$ cat config.mk
export PLATFORM = sky130hd
export DESIGN_NAME = double_square_root_flat
export DESIGN_NICKNAME = d
export VERILOG_FILES = /design/src/dsr_pkg.sv /design/src/dsr_if.sv /design/src/dsr_datapath.sv /design/src/dsr_control.sv /design/src/double_square_root.sv /design/src/flat_wrapper.sv
export SDC_FILE = /design/constraint.sdc
export NUM_CORES = 1
export LEC_CHECK = 0
export BUFFER_PORTS_ARGS = -buffer_cell sky130_fd_sc_hd__buf_2
export CORE_AREA = 2 2 165 167
export DETAILED_ROUTE_END_ITERATION = 8
export DIE_AREA = 0 0 167 169
export PLACE_DENSITY = 0.8
export SETUP_SLACK_MARGIN = 0.3
export SYNTH_ARGS = -nofsm -noshare
export SYNTH_HDL_FRONTEND = slang
export SYNTH_HIERARCHICAL = 1
export SYNTH_SLANG_ARGS = --single-unit
$ cat constraint.sdc
create_clock -name clk -period 9.6 [get_ports clk]
set_input_delay 1.44 -clock clk [delete_from_list [all_inputs] [get_ports clk]]
set_output_delay 1.44 -clock clk [all_outputs]
set_load 0.02 [all_outputs]
$ cat src/dsr_pkg.sv
`timescale 1ns / 1ps
`default_nettype none
package dsr_pkg;
    localparam int OperandWidth = 64;
    localparam int StatusWidth  = 2;
    localparam int SigWidth     = 54;
    localparam int RemWidth     = 56;
    localparam int IterCount    = 54;
    localparam int IterWidth    = 6;

    typedef enum logic [StatusWidth-1:0] {
        STATUS_NORMAL  = 2'd0,
        STATUS_CLAMPED = 2'd1,
        STATUS_INVALID = 2'd2
    } status_t;

    localparam logic [63:0] QuietNan = 64'h7FF8_0000_0000_0000;
    localparam logic [63:0] PosInf   = 64'h7FF0_0000_0000_0000;

    typedef struct packed {
        logic load;
        logic norm;
        logic step;
        logic finish;
    } dsr_cmd_t;

    typedef struct packed {
        logic special;
        logic norm_done;
        logic iter_done;
    } dsr_stat_t;
endpackage
`default_nettype wire

$ cat src/dsr_if.sv
`timescale 1ns / 1ps
`default_nettype none
interface dsr_in_if;
    logic        valid;
    logic        ready;
    logic [63:0] operand_bits;
    modport source (output valid, output operand_bits, input ready);
    modport sink (input valid, input operand_bits, output ready);
endinterface

interface dsr_out_if;
    logic        valid;
    logic        ready;
    logic [63:0] root_bits;
    logic [1:0]  status;
    modport source (output valid, output root_bits, output status, input ready);
    modport sink (input valid, input root_bits, input status, output ready);
endinterface
`default_nettype wire

$ cat src/dsr_datapath.sv
`timescale 1ns / 1ps
`default_nettype none
module dsr_datapath (
    input  wire logic              clk,
    input  wire dsr_pkg::dsr_cmd_t cmd,
    input  wire logic [63:0]       operand_bits,
    output dsr_pkg::dsr_stat_t     stat,
    output logic [63:0]            root_bits,
    output logic [1:0]             status
);
    import dsr_pkg::*;

    logic [SigWidth-1:0]  m_reg;
    logic signed [12:0]   e_reg;
    logic [SigWidth-1:0]  q_reg;
    logic [RemWidth-1:0]  rem_reg;
    logic [IterWidth-1:0] cnt_reg;
    logic [63:0]          res_reg;
    logic [1:0]           st_reg;
    logic                 special_reg;

    logic [62:0] mag;
    logic        is_nan, is_clamp, is_inf;
    logic [RemWidth-1:0] rem_sh, trial;
    logic [SigWidth-2:0] mant;
    logic [SigWidth-1:0] mant_inc;
    logic signed [12:0]  f;
    logic [12:0]         bexp;
    logic                rnd;

    assign mag      = operand_bits[62:0];
    assign is_nan   = mag > PosInf[62:0];
    assign is_clamp = !is_nan && (operand_bits[63] || mag == '0);
    assign is_inf   = mag == PosInf[62:0];

    assign rem_sh = {rem_reg[RemWidth-3:0], m_reg[SigWidth-1:SigWidth-2]};
    assign trial  = {q_reg, 2'b01};

    assign mant     = q_reg[SigWidth-1:1];
    assign rnd      = q_reg[0] && (rem_reg != '0 || q_reg[1]);
    assign mant_inc = {1'b0, mant} + {{(SigWidth-1){1'b0}}, rnd};
    assign f        = (e_reg >>> 1) - 13'sd26 + (mant_inc[SigWidth-1] ? 13'sd1 : 13'sd0);
    assign bexp     = f + 13'sd1075;

    always_ff @(posedge clk)
    begin
        if (cmd.load)
        begin
            special_reg <= is_nan || is_clamp || is_inf;
            res_reg     <= is_nan ? QuietNan : (is_clamp ? 64'd0 : PosInf);
            st_reg      <= is_clamp ? STATUS_CLAMPED : STATUS_INVALID;
            if (operand_bits[62:52] == 11'd0)
            begin
                m_reg <= {2'b00, operand_bits[51:0]};
                e_reg <= -13'sd1074;
            end
            else
            begin
                m_reg <= {2'b01, operand_bits[51:0]};
                e_reg <= $signed({2'b00, operand_bits[62:52]}) - 13'sd1075;
            end
            q_reg   <= '0;
            rem_reg <= '0;
            cnt_reg <= '0;
        end
        else if (cmd.norm)
        begin
            if (!m_reg[52] && !m_reg[53])
            begin
                m_reg <= m_reg << 1;
                e_reg <= e_reg - 13'sd1;
            end
            else if (e_reg[0])
            begin
                m_reg <= m_reg << 1;
                e_reg <= e_reg - 13'sd1;
            end
        end
        else if (cmd.step)
        begin
            m_reg   <= m_reg << 2;
            cnt_reg <= cnt_reg + IterWidth'(1);
            if (rem_sh >= trial)
            begin
                rem_reg <= rem_sh - trial;
                q_reg   <= {q_reg[SigWidth-2:0], 1'b1};
            end
            else
            begin
                rem_reg <= rem_sh;
                q_reg   <= {q_reg[SigWidth-2:0], 1'b0};
            end
        end
        else if (cmd.finish && !special_reg)
        begin
            res_reg <= {1'b0, bexp[10:0],
                        mant_inc[SigWidth-1] ? mant_inc[52:1] : mant_inc[51:0]};
            st_reg  <= STATUS_NORMAL;
        end
    end

    assign stat.special   = special_reg;
    assign stat.norm_done = (m_reg[52] || m_reg[53]) && !e_reg[0];
    assign stat.iter_done = cnt_reg == IterWidth'(IterCount - 1);
    assign root_bits      = res_reg;
    assign status         = st_reg;
endmodule
`default_nettype wire

$ cat src/dsr_control.sv
`timescale 1ns / 1ps
`default_nettype none
module dsr_control (
    input  wire logic               clk,
    input  wire logic               rst_n,
    input  wire logic               in_valid,
    output logic                    in_ready,
    output logic                    out_valid,
    input  wire logic               out_ready,
    input  wire dsr_pkg::dsr_stat_t stat,
    output dsr_pkg::dsr_cmd_t       cmd
);
    import dsr_pkg::*;

    typedef enum logic [2:0] {S_IDLE, S_CHECK, S_NORM, S_ITER, S_FINISH, S_OUT} state_t;
    state_t state_reg;

    assign in_ready   = state_reg == S_IDLE;
    assign out_valid  = state_reg == S_OUT;
    assign cmd.load   = in_ready && in_valid;
    assign cmd.norm   = state_reg == S_NORM;
    assign cmd.step   = state_reg == S_ITER;
    assign cmd.finish = state_reg == S_FINISH;

    always_ff @(posedge clk or negedge rst_n)
    begin
        if (!rst_n)
            state_reg <= S_IDLE;
        else
        begin
            case (state_reg)
                S_IDLE:   if (in_valid) state_reg <= S_CHECK;
                S_CHECK:  state_reg <= stat.special ? S_OUT : S_NORM;
                S_NORM:   if (stat.norm_done) state_reg <= S_ITER;
                S_ITER:   if (stat.iter_done) state_reg <= S_FINISH;
                S_FINISH: state_reg <= S_OUT;
                S_OUT:    if (out_ready) state_reg <= S_IDLE;
                default:  state_reg <= S_IDLE;
            endcase
        end
    end
endmodule
`default_nettype wire

$ cat src/double_square_root.sv
// Sequence: special operands go from the accept state through a check state
// straight to the result; normal operands also normalize (an odd exponent
// adds a shift; subnormals take one normalizing shift per cycle), iterate,
// round. Throughput: one operand at a time, none taken while a result waits;
// the 54-step restoring recurrence (one root bit per cycle) sets the rate.
// Reset: asynchronous active-low rst_n returns the controller to idle.
`timescale 1ns / 1ps
`default_nettype none
module double_square_root (
    input wire logic clk,
    input wire logic rst_n,
    dsr_in_if.sink   in_ch,
    dsr_out_if.source out_ch
);
    import dsr_pkg::*;

    dsr_cmd_t  cmd;
    dsr_stat_t stat;

    // Controller sequences load, normalize, iterate, round, present beat.
    dsr_control u_ctrl (
        .clk       (clk),
        .rst_n     (rst_n),
        .in_valid  (in_ch.valid),
        .in_ready  (in_ch.ready),
        .out_valid (out_ch.valid),
        .out_ready (out_ch.ready),
        .stat      (stat),
        .cmd       (cmd)
    );

    // Datapath holds operand, root, remainder and the result register.
    dsr_datapath u_dp (
        .clk          (clk),
        .cmd          (cmd),
        .operand_bits (in_ch.operand_bits),
        .stat         (stat),
        .root_bits    (out_ch.root_bits),
        .status       (out_ch.status)
    );
endmodule
`default_nettype wire

$ cat src/flat_wrapper.sv
// flat-port wrapper written by rule: the top's interface ports become plain ports
module double_square_root_flat import dsr_pkg::*;
  (clk, rst_n, in_ch_valid, in_ch_operand_bits, in_ch_ready, out_ch_valid, out_ch_root_bits, out_ch_status, out_ch_ready);
  dsr_in_if in_ch_i ();
  dsr_out_if out_ch_i ();
  input wire logic clk;
  input wire logic rst_n;
  input wire logic [$bits(in_ch_i.valid)-1:0] in_ch_valid;
  input wire logic [$bits(in_ch_i.operand_bits)-1:0] in_ch_operand_bits;
  output wire logic [$bits(in_ch_i.ready)-1:0] in_ch_ready;
  output wire logic [$bits(out_ch_i.valid)-1:0] out_ch_valid;
  output wire logic [$bits(out_ch_i.root_bits)-1:0] out_ch_root_bits;
  output wire logic [$bits(out_ch_i.status)-1:0] out_ch_status;
  input wire logic [$bits(out_ch_i.ready)-1:0] out_ch_ready;
  assign in_ch_i.valid = in_ch_valid;
  assign in_ch_i.operand_bits = in_ch_operand_bits;
  assign in_ch_ready = in_ch_i.ready;
  assign out_ch_valid = out_ch_i.valid;
  assign out_ch_root_bits = out_ch_i.root_bits;
  assign out_ch_status = out_ch_i.status;
  assign out_ch_i.ready = out_ch_ready;
  double_square_root u_core (.clk(clk), .rst_n(rst_n), .in_ch(in_ch_i), .out_ch(out_ch_i));
endmodule
==> results of run 1 <==
[stage by stage]
step           utilization [%]  worst slack [ns]
2_1_floorplan                -             0.993
3_3_place_gp              62.4              5.06
3_5_place_dp              62.4              4.91
4_1_cts                   65.6              4.87
5_1_grt                   65.6              4.49
6_report                  65.6              4.85
[critical path, delay by kind of cell, from the launching register on]
| family | cells | cell delay [ns] |
|---|---|---|
| AO/OA/AOI/OAI | 6 | 1.63 |
| multiplexers | 1 | 0.40 |
| buffers and inverters | 2 | 0.70 |
| AND/OR/NAND/NOR | 3 | 1.01 |
| adder cells (fa/ha/maj) | 1 | 0.42 |
| flip-flops | 1 | 0.41 |
[per-layer routing]
metal	wire length (um)	vias up	part of all wire (%)	track usage, %
li1	-	6727	-	-
met4	930	0	2.3	8.21
met3	2620	75	6.5	3.37
met1	18100	6501	45	38.5
met5	0	-	0	0
met2	18600	481	46	45.6
[logic make-up (layout without fill, tap and decap cells)]
family                     Yosys count  after routing  share of synthesized area, %
buffers and inverters              207            281                          5.39
muxes                               63             63                          3.99
AOI/OAI and AO/OA                  482            482                          19.2
and+or+nand+nor                    655            655                          19.2
DFF                                251            251                          40.2
other                                1              1                        0.0237
adders and majority gates           65             65                          5.13
xor gates and xnor gates           125            125                          6.91
[how the worst max path moves through the flow]
stage | to | cells after the start | start | slack (ns)
6_report | u_core/u_dp/rem_reg[17] | 13 | u_core/u_dp/q_reg[25] | 4.85
5_1_grt | u_core/u_dp/rem_reg[17] | 13 | u_core/u_dp/q_reg[25] | 4.49
4_1_cts | u_core/u_dp/rem_reg[17] | 13 | u_core/u_dp/q_reg[25] | 4.87
3_5_place_dp | u_core/u_dp/rem_reg[17] | 13 | u_core/u_dp/q_reg[25] | 4.91
3_3_place_gp | u_core/u_dp/rem_reg[17] | 13 | u_core/u_dp/q_reg[25] | 5.06
2_1_floorplan | u_core/u_dp/root_bits[0] | 6 | u_core/u_ctrl/state_reg[1] | 0.99
[layout by cell type, fill, tap and decap left out, types with 14 or more instances in the layout]
cell / Yosys / layout
nand4_1: 38 / 38
a211oi_2: 25 / 25
nor2_1: 140 / 139
nor4_1: 37 / 37
dfxtp_1: 116 / 116
o21ai_0: 122 / 122
a21oi_1: 180 / 180
edfxtp_1: 132 / 132
xnor2_1: 96 / 96
ha_1: 65 / 65
nor3_1: 53 / 53
buf_2: 20 / 134
inv_1: 84 / 84
nand2_1: 266 / 266
clkbuf_16: 0 / 27
xor2_1: 29 / 29
mux2i_1: 62 / 62
o22ai_1: 14 / 14
nand3_1: 40 / 39
a21o_1: 31 / 31
[area by class of cell]
type	count	area share [%]
multi-input combinational	1391	49.9
sequential	251	36.6
tap	341	2.45
clock buffer	40	4.40
timing repair buffer	146	4.37
inverter	85	1.83
clock inverter	10	0.511
==> impl_metrics.json, run 1 <==
{
  "worst-slew-pin-transition_ns": 1.14,
  "fmax_mhz": 211,
  "post_cts_buffers": 0,
  "first_pass_iters": 6,
  "clkSlewWorstSetupHoldPaths_ns": 0.06,
  "async_reset_ff_share_pct": 1.20,
  "path_class": "flip-flop to flip-flop",
  "io_pins": 136,
  "fillers": 2213,
  "yosysSeqAreaShare_pct": 40.2,
  "seq_area_mm2": 0.00636,
  "dp_cells": 2214,
  "place.gp.congestion": 0.988,
  "multi_input_area_mm2": 0.00867,
  "crit_arrival_ns": 5.14,
  "ant_nets": 0,
  "setup_viol": 0,
  "fin_tns_setup_ns": 0,
  "synth_top_area_share_pct": 25.0,
  "drc": 0,
  "instances_no_fill": 2264,
  "start_util_pct": 59.8,
  "core_region_area_mm2": 0.0265,
  "status": "complete, no violations",
  "dieArea_mm2": 0.0282,
  "clk_latency_ns": 0.55,
  "fin_area_mm2": 0.0174,
  "hp-start": "u_core/u_dp/q_reg[47]",
  "die_y_um": 169,
  "wire_per_inst_um": 17.8,
  "rows": 60,
  "syn_area_mm2": 0.0158,
  "dp_hpwl_mm": 27.8,
  "grt_max_degree": 85,
  "reg2reg_slack_ns": 4.85,
  "slowest_stage": "nand2_4",
  "layout.nets": 2035,
  "clock_skew_ns": 0.0131,
  "yosysWarnings": 6,
  "cts_buffers": 27,
  "io_buffers": 134,
  "area_growth_pct": 9.77,
  "layout-drive-gt1-share_pct": 12.6,
  "routed_wl_mm": 40.2,
  "finalCriticalPeriod_ns": 4.75,
  "grt_setup_unrepaired": "false",
  "antenna_found_initial": 0,
  "ys_top_cells_by_area": "edfxtp_1 (25%), dfxtp_1 (15%), nand2_1 (6.3%), a21oi_1 (5.7%), xnor2_1 (5.3%)",
  "via_count": 13800,
  "grt-ovfl-total": 0,
  "whs_ns": 0.470,
  "grt_pass1_wl_mm": 65.3,
  "netlist-cell-type-count": 78,
  "worstPathCellList": "inv_1, ha_1, a21o_1, o21bai_1, a2111oi_1, o32ai_1, a221oi_1, nand4_1, nand2_4, buf_4, mux2_2, nand2_1, a21oi_1",
  "ctsResizeCount": 0,
  "n_antenna_cell": 0,
  "ys_seq_elements": 251,
  "dpl-instance-area_mm2": 0.0165,
  "synth_nets": 1982,
  "largest_reg_flops": 63,
  "maxCapViolations": 0,
  "grt_pass1_vias": 12900,
  "finalHoldViolations": 0,
  "relSlewSlack_pct": 23.7,
  "die_w_um": 167,
  "synth_edf_count": 132,
  "yosysMostFrequentCell": "nand2_1",
  "critPathMaxFanout": 56,
  "cts_max_path_buffers": 3,
  "synth_common_cells": "nand2_1 (266), a21oi_1 (180), nor2_1 (140)",
  "cts.sinks": 251,
  "reg2reg_to": "u_core/u_dp/rem_reg[17]",
  "whs_path_depth": 2,
  "max_stage_delay_ns": 0.64,
  "track_usage_pct": 27.7,
  "hp-class": "flip-flop to flip-flop",
  "synthCells": 1849,
  "drv_slew": 0,
  "hold_path_end": "u_core/u_dp/q_reg[48]",
  "cp.required_ns": 9.99,
  "avgSynthCellArea_um2": 8.57,
  "via_per_inst": 6.09,
  "ys.flop_type": "edfxtp_1",
  "worst_setup_path_end_kind": "flip-flop",
  "crit-reg2reg-launch": "u_core/u_dp/q_reg[25]",
  "start_kind": "flip-flop",
  "htree_levels": 1,
  "tritoncts": "built",
  "drtIter0Drc": 1134,
  "final.period_utilization_pct": 49.5,
  "cts_hold_buf": 0,
  "yosysTopAreaCell": "edfxtp_1",
  "cts_root_buf": "clkbuf_16",
  "worst-r2r-cell-count": 13
}
Power of run 1 is not shown: default switching activity piles up to over one toggle a cycle in this logic, so the estimate is an artifact.
==> run 2, diff against run 1 <==
--- a/config.mk
+++ b/config.mk
@@ -5,11 +5,12 @@
 export SDC_FILE = /design/constraint.sdc
 export NUM_CORES = 1
 export LEC_CHECK = 0
+export ABC_AREA = 1
 export BUFFER_PORTS_ARGS = -buffer_cell sky130_fd_sc_hd__buf_2
-export CORE_AREA = 2 2 165 167
+export CORE_AREA = 2 2 175 177
 export DETAILED_ROUTE_END_ITERATION = 8
-export DIE_AREA = 0 0 167 169
-export PLACE_DENSITY = 0.8
+export DIE_AREA = 0 0 177 179
+export PLACE_DENSITY = 0.81
 export SETUP_SLACK_MARGIN = 0.3
 export SYNTH_ARGS = -nofsm -noshare
 export SYNTH_HDL_FRONTEND = slang
==> constraint.sdc (replaced) <==
create_clock -name clk -period 4.6 [get_ports clk]
set_input_delay 0.69 -clock clk [delete_from_list [all_inputs] [get_ports clk]]
set_output_delay 0.69 -clock clk [all_outputs]
set_load 0.02 [all_outputs]
==> impl_metrics.json, run 2 <==
{
  "drv_slew": 0,
  "worst_setup_path_end_kind": "flip-flop",
  "synth_common_cells": "nand2_1 (737), inv_1 (391), nor2_1 (258)",
  "grt_pass1_vias": 17100,
  "track_usage_pct": 36.4,
  "utilization_pct": 66.8,
  "grt_pass1_wl_mm": 90.6,
  "leakage_nw": 9.90,
  "ys_seq_elements": 251,
  "htree_levels": 1,
  "core_region_area_mm2": 0.0300,
  "synth_nets": 2839,
  "start_util_pct": 60.8,
  "die_y_um": 179,
  "grt_max_degree": 130,
  "setup_viol": 0,
  "yosysSeqAreaShare_pct": 34.9,
  "fin_area_mm2": 0.0200,
  "ir_drop_mv": 0.642,
  "place.gp.congestion": 1.05,
  "wire_per_inst_um": 18.3,
  "area_growth_pct": 9.84,
  "ys.flop_type": "edfxtp_1",
  "cp.required_ns": 4.91,
  "drtIter0Drc": 2378,
  "dp_slack_ns": 1.02,
  "crit_arrival_ns": 3.98,
  "grt_setup_unrepaired": "false",
  "finalHoldViolations": 0,
  "critPathMaxFanout": 6,
  "via_count": 18900,
  "syn_area_mm2": 0.0183,
  "routed_wl_mm": 58.6,
  "power.density_mw_per_mm2": 769,
  "layout-drive-gt1-share_pct": 9.42,
  "final_common_cell": "nand2_1",
  "clock_skew_ns": 0.0149,
  "worst-slew-pin-transition_ns": 1.12,
  "power_w": 0.0154,
  "start_kind": "flip-flop",
  "clk_latency_ns": 0.56,
  "final.period_utilization_pct": 79.7,
  "fin_tns_setup_ns": 0,
  "cts_root_buf": "clkbuf_16",
  "drc": 0,
  "path_class": "flip-flop to flip-flop",
  "dieArea_mm2": 0.0317,
  "cts_max_path_buffers": 3,
  "grt-ovfl-total": 0,
  "netlist-cell-type-count": 54,
  "synth_edf_count": 132,
  "ys_top_cells_by_area": "edfxtp_1 (22%), nand2_1 (15%), dfxtp_1 (13%), inv_1 (8.0%), nand3_1 (6.7%)",
  "layout.nets": 2926,
  "cts_buffers": 27,
  "largest_reg_flops": 63,
  "finalCriticalPeriod_ns": 3.67,
  "dp_hpwl_mm": 45.0,
  "n_antenna_cell": 0,
  "hp-class": "input pin to flip-flop",
  "io_pins": 136,
  "fillers": 2710,
  "dpl-instance-area_mm2": 0.0191,
  "relSlewSlack_pct": 25.4,
  "yosysWarnings": 6,
  "fin_ws_ns": 0.934,
  "cts.sinks": 251,
  "maxCapViolations": 0,
  "via_per_inst": 5.89,
  "io_buffers": 134,
  "synth_top_area_share_pct": 21.7,
  "tritoncts": "built",
  "yosysMostFrequentCell": "nand2_1",
  "final_cell_mix": "nand2_1 (735), inv_1 (390), nor2_1 (257), nand3_1 (243), a21oi_1 (154)",
  "rows": 64,
  "post_cts_buffers": 0,
  "fmax_mhz": 273,
  "ant_nets": 0,
  "antenna_found_initial": 0,
  "yosysTopAreaCell": "edfxtp_1",
  "first_pass_iters": 6,
  "status": "complete, no violations",
  "clkSlewWorstSetupHoldPaths_ns": 0.06,
  "synthCells": 2706,
  "async_reset_ff_share_pct": 1.20,
  "die_w_um": 177,
  "avgSynthCellArea_um2": 6.74
}
[run 2: cell types whose count changed in the layout (fill, tap and decap cells not counted), sizes merged, moves of 15 or more]
cell	previous run	this run
nor4	38	21
a21oi	181	156
o221ai	2	17
inv	86	413
mux2i	62	0
nor2	141	273
nand2	267	748
a21o	32	0
a22oi	2	32
a211oi	38	0
xor2	29	74
nand4	39	78
nand3	40	247
xnor2	96	2
[run 2: routing by layer]
metal / up-vias / wire [um] / track usage (%)
met1: 8684 / 24900 / 52.0
met5: - / 0 / 0
li1: 9051 / - / -
met2: 1034 / 25200 / 55.6
met4: 0 / 2310 / 13.5
met3: 142 / 6180 / 5.53
[run 2: area by class of cell]
type                    instances  area [um2]  area share [%]
inverters                     411        1550            7.71
clock inverters                20         248            1.24
well taps                     396         495            2.47
clock buffers                  30         697            3.48
repair buffers                149         798            3.98
flip-flops and latches        251        6360            31.7
multi-input cells            1953        9900            49.4
[run 2: metrics by stage]
step	hold WS (ns)	instances
3_3_place_gp	0.445	3159
6_report	0.424	3210
3_5_place_dp	0.448	3159
5_1_grt	0.437	3210
2_1_floorplan	0.394	2706
4_1_cts	0.403	3210
[run 2: final timing paths]
check	from	to	slack, ns	depth (start not counted)
setup / recovery	u_core/u_dp/q_reg[0]	u_core/u_dp/root_bits[62]	0.93	21
hold / removal	in_ch_operand_bits[0]	u_core/u_dp/m_reg[0]	0.42	3
setup reg to reg	u_core/u_dp/q_reg[0]	u_core/u_dp/root_bits[62]	0.93	21
hold reg to reg	u_core/u_dp/rem_reg[54]	u_core/u_dp/rem_reg[54]	0.46	2
max in group asynchronous	rst_n	u_core/u_ctrl/state_reg[0]	4.03	2
min in group asynchronous	rst_n	u_core/u_ctrl/state_reg[1]	0.46	2
[run 2: cell families (layout without fill, tap and decap cells)]
group / after synthesis / count (layout) / synth area share, %
simple gates: 1449 / 1449 / 34.8
buf+inv: 502 / 610 / 11.1
compound gates: 362 / 362 / 11.1
flops: 251 / 251 / 34.9
xor+xnor: 76 / 76 / 3.65
fa+ha+maj: 65 / 65 / 4.46
other cells: 1 / 1 / 0.0205
[run 2: what timing repair did]
item,4_1_cts,5_1_grt
hold endpoints to repair,3,0
hold buffers,1,0
endpoints found under the setup margin,0,0
resized for setup,0,0
[run 2: worst max-delay path, stage by stage (launching register included)]
cell     delay, ns
dfxtp_1       0.40
nand2_1       0.14
nor3_4        0.26
nand2_2       0.14
nor4_1        0.26
and3_1        0.26
nand3_1       0.11
nor3_1        0.17
nand3_1       0.13
ha_1          0.22
inv_1         0.08
ha_1          0.16
nand2_1       0.09
nand2_1       0.10
nand2_1       0.08
nor2_1        0.11
inv_1         0.07
nor2_1        0.17
nand3_1       0.12
a21oi_1       0.15
o21a_1        0.16
nor2_1        0.05
[run 2: where the power goes]
group	total [W]	internal (W)	switching, W
clock network	0.00233	0.00134	0.000991
logic	0.00878	0.00253	0.00625
registers	0.00431	0.00366	0.000647
Power figures use the tool's default switching activity.
==> run 3, diff against run 2 <==
==> constraint.sdc (replaced) <==
create_clock -name clk -period 3.65 [get_ports clk]
set_input_delay 0.5475 -clock clk [delete_from_list [all_inputs] [get_ports clk]]
set_output_delay 0.5475 -clock clk [all_outputs]
set_load 0.02 [all_outputs]
==> impl_metrics.json, run 3 (synthesized netlist as in run 2, its figures left out) <==
{
  "status": "complete, no violations",
  "track_usage_pct": 37.8,
  "finalHoldViolations": 0,
  "die_w_um": 177,
  "cts_max_path_buffers": 3,
  "ir_drop_mv": 0.869,
  "critPathMaxFanout": 4,
  "tritoncts": "built",
  "io_pins": 136,
  "final_cell_mix": "nand2_1 (729), inv_1 (388), nor2_1 (253), nand3_1 (241), a21oi_1 (153)",
  "largest_reg_flops": 63,
  "n_antenna_cell": 0,
  "fin_ws_ns": 0.312,
  "reg2reg_slack_ns": 0.31,
  "io_buffers": 134,
  "place.gp.congestion": 1.01,
  "layout.nets": 2952,
  "worst-slew-pin-transition_ns": 0.967,
  "fin_tns_setup_ns": 0,
  "dp_hpwl_mm": 47.3,
  "htree_levels": 1,
  "dp_slack_ns": 0.0287,
  "wire_per_inst_um": 19.0,
  "ant_nets": 0,
  "die_y_um": 179,
  "antenna_found_initial": 0,
  "grt_pass1_vias": 17200,
  "instances_no_fill": 3237,
  "cts.sinks": 251,
  "utilization_pct": 67.8,
  "final_common_cell": "nand2_1",
  "relSlewSlack_pct": 35.5,
  "finalCriticalPeriod_ns": 3.34,
  "drc": 0,
  "grt_pass1_wl_mm": 93.2,
  "hp-class": "input pin to flip-flop",
  "worst_setup_path_end_kind": "flip-flop",
  "via_per_inst": 5.92,
  "start_kind": "flip-flop",
  "power_w": 0.0198,
  "layout-drive-gt1-share_pct": 11.3,
  "core_region_area_mm2": 0.0300,
  "dp_cells": 3175,
  "cts_buffers": 28,
  "drv_slew": 0,
  "setup_viol": 0,
  "cp.required_ns": 3.97,
  "via_count": 19200,
  "clock_skew_ns": 0.0298,
  "power.density_mw_per_mm2": 973,
  "crit_arrival_ns": 3.66,
  "rows": 64,
  "area_growth_pct": 11.6,
  "fmax_mhz": 300,
  "dieArea_mm2": 0.0317,
  "clkSlewWorstSetupHoldPaths_ns": 0.06,
  "grt-ovfl-total": 0,
  "routed_wl_mm": 61.4,
  "first_pass_iters": 8,
  "cts_root_buf": "clkbuf_16",
  "leakage_nw": 10.0,
  "final.period_utilization_pct": 91.4,
  "drtIter0Drc": 2380,
  "clk_latency_ns": 0.57,
  "grt_max_degree": 100,
  "start_util_pct": 60.8,
  "maxCapViolations": 0,
  "path_class": "flip-flop to flip-flop",
  "grt_setup_unrepaired": "false"
}
==> run 3: report_power, final <==
group          total, W  switching (W)  leakage (nW)  internal [W]
Clock           0.00289        0.00125         0.435       0.00164
Sequential      0.00545       0.000822          2.25       0.00463
Combinational    0.0115        0.00811          7.34       0.00336
Total            0.0198         0.0102          10.0       0.00963
==> run 3: worst paths after layout <==
kind | startpoint | endpoint | depth (start not counted)
max reg2reg | u_core/u_dp/q_reg[11] | u_core/u_dp/root_bits[62] | 21
min in group asynchronous | rst_n | u_core/u_ctrl/state_reg[0] | 2
max in group asynchronous | rst_n | u_core/u_ctrl/state_reg[2] | 2
min | in_ch_operand_bits[0] | u_core/u_dp/m_reg[0] | 3
max | u_core/u_dp/q_reg[11] | u_core/u_dp/root_bits[62] | 21
min reg2reg | u_core/u_dp/rem_reg[54] | u_core/u_dp/rem_reg[54] | 2
==> run 3: routing by layer <==
metal  global-route usage, %  vias up  routed length [um]  part of all wire (%)
met2                    58.3     1086               26800                    44
met1                    53.0     8824               25900                    42
met5                       0        -                   0                     0
met3                    6.55      149                6080                   9.9
met4                    14.5        0                2570                   4.2
li1                        -     9102                   -                     -
==> run 3: worst max-delay path: stages, from the launching register on <==
cell     delay, ns
dfxtp_4       0.37
nand2_2       0.08
nor2_2        0.18
nand2_2       0.10
nor4_4        0.25
and3_4        0.24
nand3_2       0.07
nor3_2        0.20
nand3_1       0.12
ha_2          0.23
inv_2         0.07
ha_4          0.14
nand2_2       0.08
nand2_2       0.11
nand2_2       0.07
nor2_2        0.14
inv_2         0.07
nor2_4        0.13
nand3_2       0.10
a21oi_2       0.15
o21a_1        0.15
nor2_1        0.05
==> run 3: final cells by class <==
| class | instances | area [um2] |
|---|---|---|
| flip-flops and latches | 251 | 6390 |
| well taps | 396 | 495 |
| inverters | 411 | 1550 |
| clock inverters | 21 | 226 |
| repair buffers | 174 | 1010 |
| fillers | 2588 | 9660 |
| multi-input cells | 1953 | 9980 |
| clock buffers | 31 | 712 |
==> run 3: per-stage QoR <==
stage	hold WS [ns]	cell area, um2
2_1_floorplan	0.252	18300
5_1_grt	0.291	20400
6_report	0.272	20400
3_3_place_gp	0.358	19200
3_5_place_dp	0.363	19200
4_1_cts	0.263	20200
==> run 3: what timing repair did <==
action,in CTS,in global routing
pin swaps,3,9
endpoints found under the setup margin,2,2
buffers inserted,1,8
hold buffers,1,0
gates resized for setup,12,28
hold endpoints to repair,3,0
